<file path="config.mk">
export PLATFORM = sky130hd
export DESIGN_NAME = size_aware_lfu_cache_policy_flat
export DESIGN_NICKNAME = d
export VERILOG_FILES = /design/src/rtl/slfu_pkg.sv /design/src/rtl/slfu_if.sv /design/src/rtl/size_aware_lfu_cache_policy.sv /design/src/flat_wrapper.sv
export SDC_FILE = /design/constraint.sdc
export NUM_CORES = 2
export LEC_CHECK = 0
export BUFFER_PORTS_ARGS = -buffer_cell sky130_fd_sc_hd__buf_2
export CAP_MARGIN = 10
export CORE_MARGIN = 8
export CORE_UTILIZATION = 30
export CTS_CLUSTER_DIAMETER = 100
export CTS_CLUSTER_SIZE = 40
export DETAILED_ROUTE_END_ITERATION = 10
export PLACE_DENSITY_LB_ADDON = 0.12
export SLEW_MARGIN = 20
export SYNTH_ARGS = -nofsm -noshare
export SYNTH_HDL_FRONTEND = slang
export SYNTH_SLANG_ARGS = --single-unit
</file>
<file path="constraint.sdc">
create_clock -name clk -period 10 [get_ports clk]
set_input_delay 0 -clock clk [delete_from_list [all_inputs] [get_ports clk]]
set_output_delay 0 -clock clk [all_outputs]
set_load 0.01 [all_outputs]
</file>
<file path="src/rtl/slfu_pkg.sv">
package slfu_pkg;

  localparam int ENTRIES = 32;
  localparam int IDX_W   = (ENTRIES > 1) ? $clog2(ENTRIES) : 1;
  localparam int CNT_W   = $clog2(ENTRIES + 1);

  localparam int TYPE_W  = 2;
  localparam int KEY_W   = 32;
  localparam int LEN_W   = 20;
  localparam int BYTES_W = 17;
  localparam int USES_W  = 32;
  localparam int SLOT_W  = 5;

  localparam logic [BYTES_W-1:0] BYTES_MAX = '1;
  localparam logic [USES_W-1:0]  USES_MAX  = '1;
  localparam logic [BYTES_W-1:0] CAP_RESET = BYTES_W'(65536);

  localparam logic [TYPE_W-1:0] REQ_STORE  = 2'd0;
  localparam logic [TYPE_W-1:0] REQ_LOOKUP = 2'd1;
  localparam logic [TYPE_W-1:0] REQ_INVAL  = 2'd2;
  localparam logic [TYPE_W-1:0] REQ_NONE   = 2'd3;

  localparam logic KIND_DONE  = 1'b0;
  localparam logic KIND_EVICT = 1'b1;

  typedef enum logic [2:0] {
    ST_IDLE,
    ST_FIND,
    ST_FIND_DONE,
    ST_CHECK,
    ST_EVICT,
    ST_EVICT_DONE,
    ST_OUT
  } state_t;

  function automatic logic [BYTES_W-1:0] credit(input logic [BYTES_W-1:0] avail,
                                                input logic [BYTES_W-1:0] n);
    logic [BYTES_W:0] sum;
    sum = {1'b0, avail} + {1'b0, n};
    return sum[BYTES_W] ? BYTES_MAX : sum[BYTES_W-1:0];
  endfunction

  function automatic logic [BYTES_W-1:0] debit(input logic [BYTES_W-1:0] avail,
                                               input logic [LEN_W-1:0] n);
    logic [LEN_W-1:0] wide;
    wide = LEN_W'(avail);
    return (wide >= n) ? BYTES_W'(wide - n) : '0;
  endfunction

endpackage

</file>
<file path="src/rtl/slfu_if.sv">
interface slfu_req_if;
  logic                        valid;
  logic                        ready;
  logic [slfu_pkg::TYPE_W-1:0] req_type;
  logic [slfu_pkg::KEY_W-1:0]  obj_key;
  logic [slfu_pkg::LEN_W-1:0]  obj_length;

  modport source (output valid, req_type, obj_key, obj_length, input ready);
  modport sink   (input valid, req_type, obj_key, obj_length, output ready);
endinterface

interface slfu_rsp_if;
  logic                         valid;
  logic                         ready;
  logic                         item_kind;
  logic                         hit;
  logic [slfu_pkg::SLOT_W-1:0]  slot_index;
  logic [slfu_pkg::KEY_W-1:0]   evicted_key;
  logic [slfu_pkg::BYTES_W-1:0] free_bytes;
  logic                         last;

  modport source (output valid, item_kind, hit, slot_index, evicted_key, free_bytes, last,
                  input ready);
  modport sink   (input valid, item_kind, hit, slot_index, evicted_key, free_bytes, last,
                  output ready);
endinterface

interface slfu_cfg_if;
  logic                         valid;
  logic                         ready;
  logic [slfu_pkg::BYTES_W-1:0] capacity_bytes;

  modport source (output valid, capacity_bytes, input ready);
  modport sink   (input valid, capacity_bytes, output ready);
endinterface

</file>
<file path="src/rtl/size_aware_lfu_cache_policy.sv">
// Size-aware LFU replacement policy for a byte-budgeted cache of ENTRIES slots.
// req: one request per transaction (store, lookup, invalidate); taken only when idle.
// rsp: zero or more eviction reports (item_kind 1, last 0) then one completion
//   (item_kind 0, last 1); free_bytes is the budget left after each result.
// cfg: capacity write; clears every slot and resets free_bytes to the new value.
//   Taken while idle, ahead of a request offered in the same cycle.
// A lookup, invalidate or fitting store scans the slot memories one entry per cycle
// through a single registered read port and one key comparator: a lookup or
// invalidate then shows its completion, a plain store first passes a check step.
// Each eviction adds another scan with one shared use-count comparator; once its
// report is taken, the check step runs again and starts a further scan or shows
// the completion.
// An oversized store or an unused request type skips every scan.
// One request is in flight at a time; the next can be taken the cycle after its
// completion transaction, unless a cfg write is offered in that cycle.
// When rsp is stalled the result register holds and the sequencer waits.
// Reset empties all slots, sets capacity and free_bytes to 65536 and drops any
// pending result; no clearing pass is needed.
module size_aware_lfu_cache_policy (
  input  logic        clk,
  input  logic        rst,
  slfu_req_if.sink    req,
  slfu_rsp_if.source  rsp,
  slfu_cfg_if.sink    cfg
);

  slfu_pkg::state_t state, state_next;

  logic [slfu_pkg::BYTES_W-1:0] capacity;
  logic [slfu_pkg::BYTES_W-1:0] free_cnt;
  logic [slfu_pkg::ENTRIES-1:0] valid;

  logic [slfu_pkg::KEY_W-1:0]   key_mem  [slfu_pkg::ENTRIES];
  logic [slfu_pkg::BYTES_W-1:0] len_mem  [slfu_pkg::ENTRIES];
  logic [slfu_pkg::USES_W-1:0]  uses_mem [slfu_pkg::ENTRIES];

  logic [slfu_pkg::TYPE_W-1:0]  cur_type;
  logic [slfu_pkg::KEY_W-1:0]   cur_key;
  logic [slfu_pkg::LEN_W-1:0]   cur_len;

  logic [slfu_pkg::CNT_W-1:0]   cnt;
  logic                         rd_vld;
  logic [slfu_pkg::IDX_W-1:0]   rd_idx;
  logic [slfu_pkg::KEY_W-1:0]   rd_key;
  logic [slfu_pkg::BYTES_W-1:0] rd_len;
  logic [slfu_pkg::USES_W-1:0]  rd_uses;

  logic                         found;
  logic [slfu_pkg::IDX_W-1:0]   found_idx;
  logic [slfu_pkg::BYTES_W-1:0] found_len;
  logic [slfu_pkg::USES_W-1:0]  found_uses;

  logic                         best_vld;
  logic [slfu_pkg::IDX_W-1:0]   best_idx;
  logic [slfu_pkg::KEY_W-1:0]   best_key;
  logic [slfu_pkg::BYTES_W-1:0] best_len;
  logic [slfu_pkg::USES_W-1:0]  best_uses;

  logic                         o_kind;
  logic                         o_hit;
  logic [slfu_pkg::SLOT_W-1:0]  o_slot;
  logic [slfu_pkg::KEY_W-1:0]   o_key;
  logic [slfu_pkg::BYTES_W-1:0] o_free;
  logic                         o_last;

  logic                         in_acc, cfg_acc, rsp_acc;
  logic                         scanning, scan_issue, scan_end;
  logic [slfu_pkg::IDX_W-1:0]   rd_addr;
  logic [slfu_pkg::IDX_W-1:0]   free_slot;
  logic                         any_free, any_valid, need_evict, oversized;
  logic [slfu_pkg::BYTES_W-1:0] find_credit, best_credit, store_debit;

  logic                         new_we;
  logic                         uses_we;
  logic [slfu_pkg::IDX_W-1:0]   uses_waddr;
  logic [slfu_pkg::USES_W-1:0]  uses_wdata;

  assign cfg.ready = (state == slfu_pkg::ST_IDLE);
  assign req.ready = (state == slfu_pkg::ST_IDLE) && !cfg.valid;
  assign in_acc    = req.valid && req.ready;
  assign cfg_acc   = cfg.valid && cfg.ready;
  assign rsp_acc   = rsp.valid && rsp.ready;

  assign rsp.valid       = (state == slfu_pkg::ST_OUT);
  assign rsp.item_kind   = o_kind;
  assign rsp.hit         = o_hit;
  assign rsp.slot_index  = o_slot;
  assign rsp.evicted_key = o_key;
  assign rsp.free_bytes  = o_free;
  assign rsp.last        = o_last;

  assign scanning   = (state == slfu_pkg::ST_FIND) || (state == slfu_pkg::ST_EVICT);
  assign scan_issue = scanning && (cnt < slfu_pkg::CNT_W'(slfu_pkg::ENTRIES));
  assign scan_end   = scanning && (cnt == slfu_pkg::CNT_W'(slfu_pkg::ENTRIES)) && !rd_vld;
  assign rd_addr    = cnt[slfu_pkg::IDX_W-1:0];

  always_comb begin
    free_slot = '0;
    for (int i = slfu_pkg::ENTRIES - 1; i >= 0; i--) begin
      if (!valid[i]) begin
        free_slot = slfu_pkg::IDX_W'(i);
      end
    end
  end

  assign any_free    = !(&valid);
  assign any_valid   = |valid;
  assign need_evict  = (slfu_pkg::LEN_W'(free_cnt) < cur_len) || !any_free;
  assign oversized   = (req.obj_length > slfu_pkg::LEN_W'(capacity));
  assign find_credit = slfu_pkg::credit(free_cnt, found_len);
  assign best_credit = slfu_pkg::credit(free_cnt, best_len);
  assign store_debit = slfu_pkg::debit(free_cnt, cur_len);

  assign new_we = (state == slfu_pkg::ST_CHECK) && !(need_evict && any_valid) && any_free;

  always_comb begin
    uses_we    = 1'b0;
    uses_waddr = found_idx;
    uses_wdata = (found_uses == slfu_pkg::USES_MAX) ? found_uses : found_uses + 1'b1;
    if (new_we) begin
      uses_we    = 1'b1;
      uses_waddr = free_slot;
      uses_wdata = slfu_pkg::USES_W'(1);
    end else if ((state == slfu_pkg::ST_FIND_DONE) && found &&
                 (cur_type == slfu_pkg::REQ_LOOKUP)) begin
      uses_we = 1'b1;
    end
  end

  always_ff @(posedge clk) begin
    rd_idx  <= rd_addr;
    rd_key  <= key_mem[rd_addr];
    rd_len  <= len_mem[rd_addr];
    rd_uses <= uses_mem[rd_addr];
    if (new_we) begin
      key_mem[free_slot] <= cur_key;
      len_mem[free_slot] <= cur_len[slfu_pkg::BYTES_W-1:0];
    end
    if (uses_we) begin
      uses_mem[uses_waddr] <= uses_wdata;
    end
  end

  always_ff @(posedge clk) begin
    if (rst) begin
      state <= slfu_pkg::ST_IDLE;
    end else begin
      state <= state_next;
    end
  end

  always_comb begin
    state_next = state;
    case (state)
      slfu_pkg::ST_IDLE: begin
        if (in_acc) begin
          if ((req.req_type == slfu_pkg::REQ_STORE && oversized) ||
              req.req_type == slfu_pkg::REQ_NONE) begin
            state_next = slfu_pkg::ST_OUT;
          end else begin
            state_next = slfu_pkg::ST_FIND;
          end
        end
      end
      slfu_pkg::ST_FIND: begin
        if (scan_end) begin
          state_next = slfu_pkg::ST_FIND_DONE;
        end
      end
      slfu_pkg::ST_FIND_DONE: begin
        state_next = (cur_type == slfu_pkg::REQ_STORE) ? slfu_pkg::ST_CHECK : slfu_pkg::ST_OUT;
      end
      slfu_pkg::ST_CHECK: begin
        state_next = (need_evict && any_valid) ? slfu_pkg::ST_EVICT : slfu_pkg::ST_OUT;
      end
      slfu_pkg::ST_EVICT: begin
        if (scan_end) begin
          state_next = slfu_pkg::ST_EVICT_DONE;
        end
      end
      slfu_pkg::ST_EVICT_DONE: begin
        state_next = slfu_pkg::ST_OUT;
      end
      slfu_pkg::ST_OUT: begin
        if (rsp_acc) begin
          state_next = o_last ? slfu_pkg::ST_IDLE : slfu_pkg::ST_CHECK;
        end
      end
      default: begin
        state_next = slfu_pkg::ST_IDLE;
      end
    endcase
  end

  always_ff @(posedge clk) begin
    if (rst) begin
      capacity <= slfu_pkg::CAP_RESET;
      free_cnt <= slfu_pkg::CAP_RESET;
      valid    <= '0;
      rd_vld   <= 1'b0;
    end else begin
      rd_vld <= scan_issue;
      if (scan_issue) begin
        cnt <= cnt + 1'b1;
      end
      if (cfg_acc) begin
        capacity <= cfg.capacity_bytes;
        free_cnt <= cfg.capacity_bytes;
        valid    <= '0;
      end
      case (state)
        slfu_pkg::ST_IDLE: begin
          if (in_acc) begin
            cur_type <= req.req_type;
            cur_key  <= req.obj_key;
            cur_len  <= req.obj_length;
            cnt      <= '0;
            found    <= 1'b0;
            o_kind   <= slfu_pkg::KIND_DONE;
            o_hit    <= 1'b0;
            o_slot   <= '0;
            o_key    <= '0;
            o_last   <= 1'b1;
            if (req.req_type == slfu_pkg::REQ_STORE && oversized) begin
              valid    <= '0;
              free_cnt <= capacity;
              o_free   <= capacity;
            end else begin
              o_free <= free_cnt;
            end
          end
        end
        slfu_pkg::ST_FIND: begin
          if (rd_vld && !found && valid[rd_idx] && rd_key == cur_key) begin
            found      <= 1'b1;
            found_idx  <= rd_idx;
            found_len  <= rd_len;
            found_uses <= rd_uses;
          end
        end
        slfu_pkg::ST_FIND_DONE: begin
          if (found) begin
            if (cur_type == slfu_pkg::REQ_LOOKUP) begin
              o_hit  <= 1'b1;
              o_slot <= slfu_pkg::SLOT_W'(found_idx);
            end else begin
              valid[found_idx] <= 1'b0;
              free_cnt         <= find_credit;
              o_free           <= find_credit;
              if (cur_type == slfu_pkg::REQ_INVAL) begin
                o_hit  <= 1'b1;
                o_slot <= slfu_pkg::SLOT_W'(found_idx);
              end
            end
          end
        end
        slfu_pkg::ST_CHECK: begin
          o_kind <= slfu_pkg::KIND_DONE;
          o_key  <= '0;
          o_last <= 1'b1;
          if (need_evict && any_valid) begin
            cnt      <= '0;
            best_vld <= 1'b0;
          end else if (any_free) begin
            valid[free_slot] <= 1'b1;
            free_cnt         <= store_debit;
            o_hit            <= 1'b1;
            o_slot           <= slfu_pkg::SLOT_W'(free_slot);
            o_free           <= store_debit;
          end else begin
            o_hit  <= 1'b0;
            o_slot <= '0;
            o_free <= free_cnt;
          end
        end
        slfu_pkg::ST_EVICT: begin
          if (rd_vld && valid[rd_idx] && (!best_vld || rd_uses < best_uses)) begin
            best_vld  <= 1'b1;
            best_idx  <= rd_idx;
            best_key  <= rd_key;
            best_len  <= rd_len;
            best_uses <= rd_uses;
          end
        end
        slfu_pkg::ST_EVICT_DONE: begin
          valid[best_idx] <= 1'b0;
          free_cnt        <= best_credit;
          o_kind          <= slfu_pkg::KIND_EVICT;
          o_hit           <= 1'b0;
          o_slot          <= slfu_pkg::SLOT_W'(best_idx);
          o_key           <= best_key;
          o_free          <= best_credit;
          o_last          <= 1'b0;
        end
        default: begin
        end
      endcase
    end
  end

  a_no_overlap: assert property (@(posedge clk) disable iff (rst)
    !(req.ready && rsp.valid))
    else $error("request taken while a result is pending");

  a_idle_after_last: assert property (@(posedge clk) disable iff (rst)
    rsp_acc && rsp.last |=> state == slfu_pkg::ST_IDLE)
    else $error("sequencer not idle after completion");

  a_evict_report: assert property (@(posedge clk) disable iff (rst)
    rsp.valid && rsp.item_kind |-> !rsp.last && !rsp.hit && !valid[best_idx])
    else $error("eviction report inconsistent with slot state");

  a_evict_found: assert property (@(posedge clk) disable iff (rst)
    state == slfu_pkg::ST_EVICT_DONE |-> best_vld && valid[best_idx])
    else $error("eviction scan found no victim");

endmodule

</file>
<file path="src/flat_wrapper.sv">
// flat-port wrapper written by rule: the top's interface ports become plain ports
module size_aware_lfu_cache_policy_flat 
  (clk, rst, req_valid, req_req_type, req_obj_key, req_obj_length, req_ready, rsp_valid, rsp_item_kind, rsp_hit, rsp_slot_index, rsp_evicted_key, rsp_free_bytes, rsp_last, rsp_ready, cfg_valid, cfg_capacity_bytes, cfg_ready);
  slfu_req_if req_i ();
  slfu_rsp_if rsp_i ();
  slfu_cfg_if cfg_i ();
  input  logic clk;
  input  logic rst;
  input wire logic [$bits(req_i.valid)-1:0] req_valid;
  input wire logic [$bits(req_i.req_type)-1:0] req_req_type;
  input wire logic [$bits(req_i.obj_key)-1:0] req_obj_key;
  input wire logic [$bits(req_i.obj_length)-1:0] req_obj_length;
  output wire logic [$bits(req_i.ready)-1:0] req_ready;
  output wire logic [$bits(rsp_i.valid)-1:0] rsp_valid;
  output wire logic [$bits(rsp_i.item_kind)-1:0] rsp_item_kind;
  output wire logic [$bits(rsp_i.hit)-1:0] rsp_hit;
  output wire logic [$bits(rsp_i.slot_index)-1:0] rsp_slot_index;
  output wire logic [$bits(rsp_i.evicted_key)-1:0] rsp_evicted_key;
  output wire logic [$bits(rsp_i.free_bytes)-1:0] rsp_free_bytes;
  output wire logic [$bits(rsp_i.last)-1:0] rsp_last;
  input wire logic [$bits(rsp_i.ready)-1:0] rsp_ready;
  input wire logic [$bits(cfg_i.valid)-1:0] cfg_valid;
  input wire logic [$bits(cfg_i.capacity_bytes)-1:0] cfg_capacity_bytes;
  output wire logic [$bits(cfg_i.ready)-1:0] cfg_ready;
  assign req_i.valid = req_valid;
  assign req_i.req_type = req_req_type;
  assign req_i.obj_key = req_obj_key;
  assign req_i.obj_length = req_obj_length;
  assign req_ready = req_i.ready;
  assign rsp_valid = rsp_i.valid;
  assign rsp_item_kind = rsp_i.item_kind;
  assign rsp_hit = rsp_i.hit;
  assign rsp_slot_index = rsp_i.slot_index;
  assign rsp_evicted_key = rsp_i.evicted_key;
  assign rsp_free_bytes = rsp_i.free_bytes;
  assign rsp_last = rsp_i.last;
  assign rsp_i.ready = rsp_ready;
  assign cfg_i.valid = cfg_valid;
  assign cfg_i.capacity_bytes = cfg_capacity_bytes;
  assign cfg_ready = cfg_i.ready;
  size_aware_lfu_cache_policy u_core (.clk(clk), .rst(rst), .req(req_i), .rsp(rsp_i), .cfg(cfg_i));
endmodule
</file>
; ---- Word-level counts from Yosys, hierarchy flattened
; Memory sizes are Yosys's and may differ from the RTL's. A register that Yosys moved wholly into a read port is not among the register bits.
; Cells that the tools add are included.
[totals]
reg_bits = 334
mem_bits_rw = 2592
input_bits = 76
output_inout_bits = 60
word_cells = 236
memories = 3
[op_classes]
addsub = 5
order_cmp = 12
eq_ne = 23
mux = 113
bitwise_logic = 6
reduce_logical = 49
[mem_list]
columns = name, words, word_bits, rd, rd_clocked_by_memory_dff, wr, line_no
row1 = u_core.key_mem, 32, 32, 1, 1, 1, size_aware_lfu_cache_policy.sv:33  ; logic [slfu_pkg::KEY_W-1:0] key_mem [slfu_pkg::ENTRIES];
row2 = u_core.uses_mem, 32, 32, 1, 1, 1, size_aware_lfu_cache_policy.sv:35  ; logic [slfu_pkg::USES_W-1:0] uses_mem [slfu_pkg::ENTRIES];
row3 = u_core.len_mem, 32, 17, 1, 1, 1, size_aware_lfu_cache_policy.sv:34  ; logic [slfu_pkg::BYTES_W-1:0] len_mem [slfu_pkg::ENTRIES];
[ops]
columns = op, count
row1 = $mux W32, 11
row2 = $mux W17, 16
row3 = $mux W5, 39
row4 = $pmux W17 S4, 2
row5 = $pmux W32 S4, 1
row6 = $pmux W32 S3, 1
row7 = $and A32 B32 Y32, 2
row8 = $not A32 Y32, 2
row9 = $add A17 B17 Y18, 2
row10 = $add A32 B1 Y32 const B, 1
row11 = $eq A32 B32 Y1, 1
row12 = $eq A32 B32 Y1 const B, 1
row13 = $lt A32 B32 Y1, 1
row14 = $or A32 B32 Y32, 1
row15 = $reduce_and A32 Y1, 1
row16 = $reduce_or A32 Y1, 1
row17 = $lt A5 B6 Y1 const B, 4
row18 = $logic_and A1 B1 Y1, 21
row19 = $pmux W3 S7, 1
row20 = $ge A17 B20 Y1, 1
row21 = $gt A20 B17 Y1, 1
row22 = $lt A17 B20 Y1, 1
row23 = $mux W1, 20
row24 = $pmux W5 S4, 1
row25 = other kinds (33), 75

; ---- Longest topological paths before layout
[depth]
ltp_word = 40
mapped_depth = 14

; ---- Worst setup path before layout
; OpenSTA, ideal clock, no wires.
[synth_timing]
path_type = reg-to-reg
startpoint = register u_core.cur_key[7] (netlist name)
endpoint = register u_core.found_idx[0] (netlist name), enable pin
setup_time_ns = 0.544
arrival_ns = 5.617
required_time_ns = 9.456
slack_ns = 3.839
path_stages_with_launch = 7
path_buffers = 0
period_less_slack_ns = 6.161
path_cell_list = edfxtp_1 -> xor2_1 -> nor4_1 -> nand4_1 -> nor4_1 -> nand3_1 -> nor3b_1
[synth_via]
elab_chain_cells = 3
[synth_lines]
columns = element, line_no
row1 = from (decl), size_aware_lfu_cache_policy.sv:38  ; logic [slfu_pkg::KEY_W-1:0] cur_key;
row2 = from (signal assigned), size_aware_lfu_cache_policy.sv:215  ; cur_key <= req.obj_key;
row3 = $eq A32 B32 Y1, size_aware_lfu_cache_policy.sv:234  ; if (rd_vld && !found && valid[rd_idx] && rd_key == cur_key) begin
row4 = $logic_and A1 B1 Y1, size_aware_lfu_cache_policy.sv:234
row5 = $reduce_and A3 Y1 (no line), -
row6 = to (signal assigned), size_aware_lfu_cache_policy.sv:236  ; found_idx <= rd_idx;
row7 = to (decl), size_aware_lfu_cache_policy.sv:49  ; logic [slfu_pkg::IDX_W-1:0] found_idx;
; No other way between the ends.
; A chain may end at the register's enable or synchronous reset.

; ---- Worst setup path in the final report
[layout_timing]
startpoint = register u_core.cur_len[16] (netlist name)
endpoint = memory u_core.uses_mem[25][3] (netlist name), enable pin
[layout_via]
elab_chain_cells = 9
elab_cells_between_ends = 10
[layout_lines]
columns = element, line_no
row1 = from (decl), size_aware_lfu_cache_policy.sv:39  ; logic [slfu_pkg::LEN_W-1:0] cur_len;
row2 = from (signal assigned), size_aware_lfu_cache_policy.sv:216  ; cur_len <= req.obj_length;
row3 = $lt A17 B20 Y1 (*), size_aware_lfu_cache_policy.sv:108  ; assign need_evict = (slfu_pkg::LEN_W'(free_cnt) < cur_len) || !any_free;
row4 = $logic_or A1 B1 Y1 (*), size_aware_lfu_cache_policy.sv:108
row5 = $logic_and A1 B1 Y1 (*), size_aware_lfu_cache_policy.sv:114  ; assign new_we = (state == slfu_pkg::ST_CHECK) && !(need_evict && any_valid) && any_free;
row6 = $logic_not A1 Y1 (*), size_aware_lfu_cache_policy.sv:114
row7 = $logic_and A1 B1 Y1 (*) (2 in series), size_aware_lfu_cache_policy.sv:114
row8 = $mux W1, size_aware_lfu_cache_policy.sv:120  ; if (new_we) begin
row9 = $mux W1, size_aware_lfu_cache_policy.sv:139  ; if (uses_we) begin
row10 = $mux W1 (not written as such), size_aware_lfu_cache_policy.sv:140  ; uses_mem[uses_waddr] <= uses_wdata;
row11 = to (decl), size_aware_lfu_cache_policy.sv:35
; Mark *: on every way between the ends. The rest lies on a longest branch, timed or not.

==> flow_summary.yaml <==
status:
  outcome: "completed"
routing:
  drt_iter0_drc: 6054
  vias: 60696
  detail_route.wl_per_cell_um: 30.3
  dr.pass1.iters: 7
  routed_wirelength_um: 358000
  post_drt_via_cell_ratio: 5.13
  postRouteAntennaNets: 0
  remaining_drc_errors: 0
synth:
  yosys.cell_types.count: 101
  post-synth-top-area-fraction: 0.715
  synthCells: 6154
  synth_largest_area_cell: "sky130_fd_sc_hd__edfxtp_1"
  synth_edf_count: 2851
  synth.net_count: 6337
  mappedNetlistArea_mm2: 0.120
  synth_sequential_area_ratio: 0.741
  synth_ff_type: "sky130_fd_sc_hd__edfxtp_1"
  synth-async-reset-ratio: 0
  syn_area_per_cell_um2: 19.5
  synth.ff_latch_count: 3007
  ys_warn_count: 0
  ys_top_cells_by_area: "sky130_fd_sc_hd__edfxtp_1 71%, sky130_fd_sc_hd__mux4_2 13%, sky130_fd_sc_hd__dfxtp_1 2.6%, sky130_fd_sc_hd__mux2i_1 1.8%, sky130_fd_sc_hd__ha_1 1.1%"
  yosysMostFrequentCell: "sky130_fd_sc_hd__edfxtp_1"
  yosys-top-cells-count: "2851 x sky130_fd_sc_hd__edfxtp_1, 669 x sky130_fd_sc_hd__mux4_2, 257 x sky130_fd_sc_hd__nand2_1"
power_and_ir_drop:
  power_report.internal_total_mw: 20.1
  peakVddDrop_v: 0.000275
  clockPowerShare: 0.234
  design_power_total_mw: 29.4
  combPwrFrac: 0.266
  netSwitchingFraction: 0.318
  power.leakage_nw: 41.8
  sequentialPowerShare: 0.501
  power.net_switching_mw: 9.36
  power-per-cell-area_mw_per_mm2: 219
placement:
  place_ws_ns: 4.21
  portBuffers: 135
  dp.final_hpwl_um: 215000
  routability_congestion_estimate: 0.845
clocking:
  cts_buffer_depth: 4
  cts.htree.levels: 3
  cts_tree: "built"
  cts_buffers: 118
  post_cts_resize_count: 0
  clk_pin_slew_worst_paths_ns: 0.14
  clock_sink_count: 3007
  ctsRootBufferMaster: "sky130_fd_sc_hd__clkbuf_16"
  clock_latency_ns: 0.96
worst_setup_path:
  critical_path_required_ns: 10.48
  crit-reg2reg-launch: "u_core.cur_len[16]"
  destination_of_the_worst_register_to_register_timing_path: "u_core.uses_mem[25][3]"
  crit_arrival_ns: 6.52
  crit_path_start_kind: "flop"
  path_max_fanout: 35
  register_to_register_path_setup_slack_ns: 3.96
  worstSetupEndpointType: "flop"
  timing.setup.critical_path_class: "reg2reg"
  ff2ff_path_depth: 13
grt:
  global_route_wire_length_before_repair_um: 501000
  grt_antenna_before_repair: 22
  globalRouteTotalUtil: 0.166
  first_global_vias: 62099
  grt_max_degree: 105
  grt-ovfl-total: 0
final_layout:
  final_nets: 6643
  synthToLayoutAreaGrowth_pct: 11.9
  drive_above_1_share: 0.216
hold_path:
  hold_depth: 3
  min-delay-path-class: "in2reg"
  hold_end: "u_core.cur_key[18]"
  hold_start: "req_obj_key[18]"
timing:
  hold_violations: 0
  slew_headroom: 0.227
  final_number_of_max_transition_violations: 0
  skew_ns: 0.170
  max_clock_freq_mhz: 165
  unrepaired_setup_endpoints_after_global_routing: "false"
  part_of_the_cycle_the_worst_path_needs: 0.604
  final_worst_setup_slack_ns: 3.96
  finalSetupViolations: 0
  slew_at_the_pin_closest_to_its_max_slew_limit_ns: 1.16
  totalNegativeSetupSlack_ns: 0
  timing.final.crit_period_ns: 6.04
floorplanning:
  die_h_um: 648
  fp.dieArea_mm2: 0.420
  floorplan.core_area_mm2: 0.398
  dieWidth_um: 648
  floorplan.initialDensity: 0.301
  io_pins: 136
  core.rowCount: 232
job:
  cap_violations: 0
==> cell families (layout without fill, tap and decap cells) <==
| kind of cell | Yosys count | in the layout | share of synthesized area |
|---|---|---|---|
| AOI/OAI and AO/OA | 810 | 810 | 0.0461 |
| xor gates and xnor gates | 97 | 97 | 0.00709 |
| adders and majority gates | 107 | 107 | 0.0114 |
| buffers and inverters | 445 | 848 | 0.0147 |
| DFF | 3007 | 3007 | 0.741 |
| muxes | 937 | 937 | 0.149 |
| other | 0 | 7 | 0 |
| and+or+nand+nor | 751 | 751 | 0.0310 |
==> worst max-delay path, stage by stage, from the launching register on <==
cell	delay (ns)
sky130_fd_sc_hd__edfxtp_1	0.82
sky130_fd_sc_hd__inv_1	0.10
sky130_fd_sc_hd__ha_1	0.35
sky130_fd_sc_hd__nor2_1	0.05
sky130_fd_sc_hd__nor4_1	0.42
sky130_fd_sc_hd__o21ai_1	0.28
sky130_fd_sc_hd__a21oi_2	0.45
sky130_fd_sc_hd__a31oi_4	0.35
sky130_fd_sc_hd__buf_4	0.35
sky130_fd_sc_hd__nor2_4	0.16
sky130_fd_sc_hd__buf_4	0.71
sky130_fd_sc_hd__a21boi_2	0.48
sky130_fd_sc_hd__nor3_2	0.26
sky130_fd_sc_hd__buf_4	0.61
==> metrics by stage <==
step | util | area, um2 | instances | hold WS, ns
3_3_place_gp | 0.321 | 128000 | 11423 | 0.177
4_1_cts | 0.336 | 134000 | 11820 | 0.128
5_1_grt | 0.337 | 134000 | 11824 | 0.175
6_report | 0.337 | 134000 | 11829 | 0.259
2_1_floorplan | - | 120000 | 6154 | 0.0402
3_5_place_dp | 0.321 | 128000 | 11425 | 0.178
==> sequential cells by signal, summed over array words and instances, names as in the netlist, 20 cells and up <==
register / cells
u_core.key_mem: 1024
u_core.uses_mem: 1024
u_core.len_mem: 544
u_core.best_key: 32
u_core.best_uses: 32
u_core.cur_key: 32
u_core.found_uses: 32
u_core.rd_key: 32
u_core.rd_uses: 32
u_core.rsp.evicted_key: 32
u_core.valid: 32
u_core.cur_len: 20
==> worst max-delay path by stage <==
| stage | slack (ns) | end | from | depth (start not counted) |
|---|---|---|---|---|
| 3_5_place_dp | 4.21 | u_core.uses_mem[27][30] | u_core.cur_len[0] | 15 |
| 5_1_grt | 3.70 | u_core.uses_mem[25][3] | u_core.cur_len[16] | 13 |
| 6_report | 3.96 | u_core.uses_mem[25][3] | u_core.cur_len[16] | 13 |
| 3_3_place_gp | 3.74 | u_core.uses_mem[19][27] | u_core.cur_len[16] | 13 |
| 4_1_cts | 4.08 | u_core.uses_mem[27][14] | u_core.cur_len[0] | 15 |
| 2_1_floorplan | 3.84 | u_core.found_idx[0] | u_core.cur_key[7] | 6 |
==> layer usage <==
metal	up-vias	GRT usage	wire, um
met5	-	0	27
met4	4	0.0250	5560
met3	242	0.0171	14000
met2	1384	0.285	177000
met1	33159	0.234	162000
li1	25907	-	-
==> placed cells by master, fill, tap and decap left out, types with 108 or more instances in the layout <==
cell type,synthesis,routed
sky130_fd_sc_hd__a21oi_1,222,216
sky130_fd_sc_hd__buf_2,47,135
sky130_fd_sc_hd__buf_4,3,184
sky130_fd_sc_hd__clkbuf_16,0,118
sky130_fd_sc_hd__dfxtp_1,156,155
sky130_fd_sc_hd__dlygate4sd3_1,0,178
sky130_fd_sc_hd__edfxtp_1,2851,2851
sky130_fd_sc_hd__mux2i_1,211,211
sky130_fd_sc_hd__mux4_2,669,669
sky130_fd_sc_hd__nand2_1,257,254
sky130_fd_sc_hd__nor2_1,141,108
sky130_fd_sc_hd__o21ai_0,117,115
sky130_fd_sc_hd__o221ai_1,129,129
==> final cells by class <==
class | count | area, um2
diodes | 7 | 17.5
well taps | 5265 | 6590
repair buffers | 511 | 4120
fillers | 37649 | 264000
clock buffers | 128 | 3000
flip-flops and latches | 3007 | 88700
clock inverters | 89 | 1300
inverters | 120 | 513
multi-input cells | 2702 | 29800
==> power by group through the flow <==
stage	Clock, mW	Combinational, mW	Sequential (mW)
global route	7.50	8.37	14.8
finish	6.88	7.82	14.7
global placement	0	7.91	15.0
floorplan	0	5.03	14.8
CTS	7.15	8.03	14.7
detailed placement	0	7.91	15.0
==> what timing repair did <==
item,in CTS,in global routing
setup endpoints to repair,0,0
hold buffers,178,0
hold endpoints to repair,150,0
setup buffers,0,0
No activity file was read; power rests on OpenSTA's default activity.
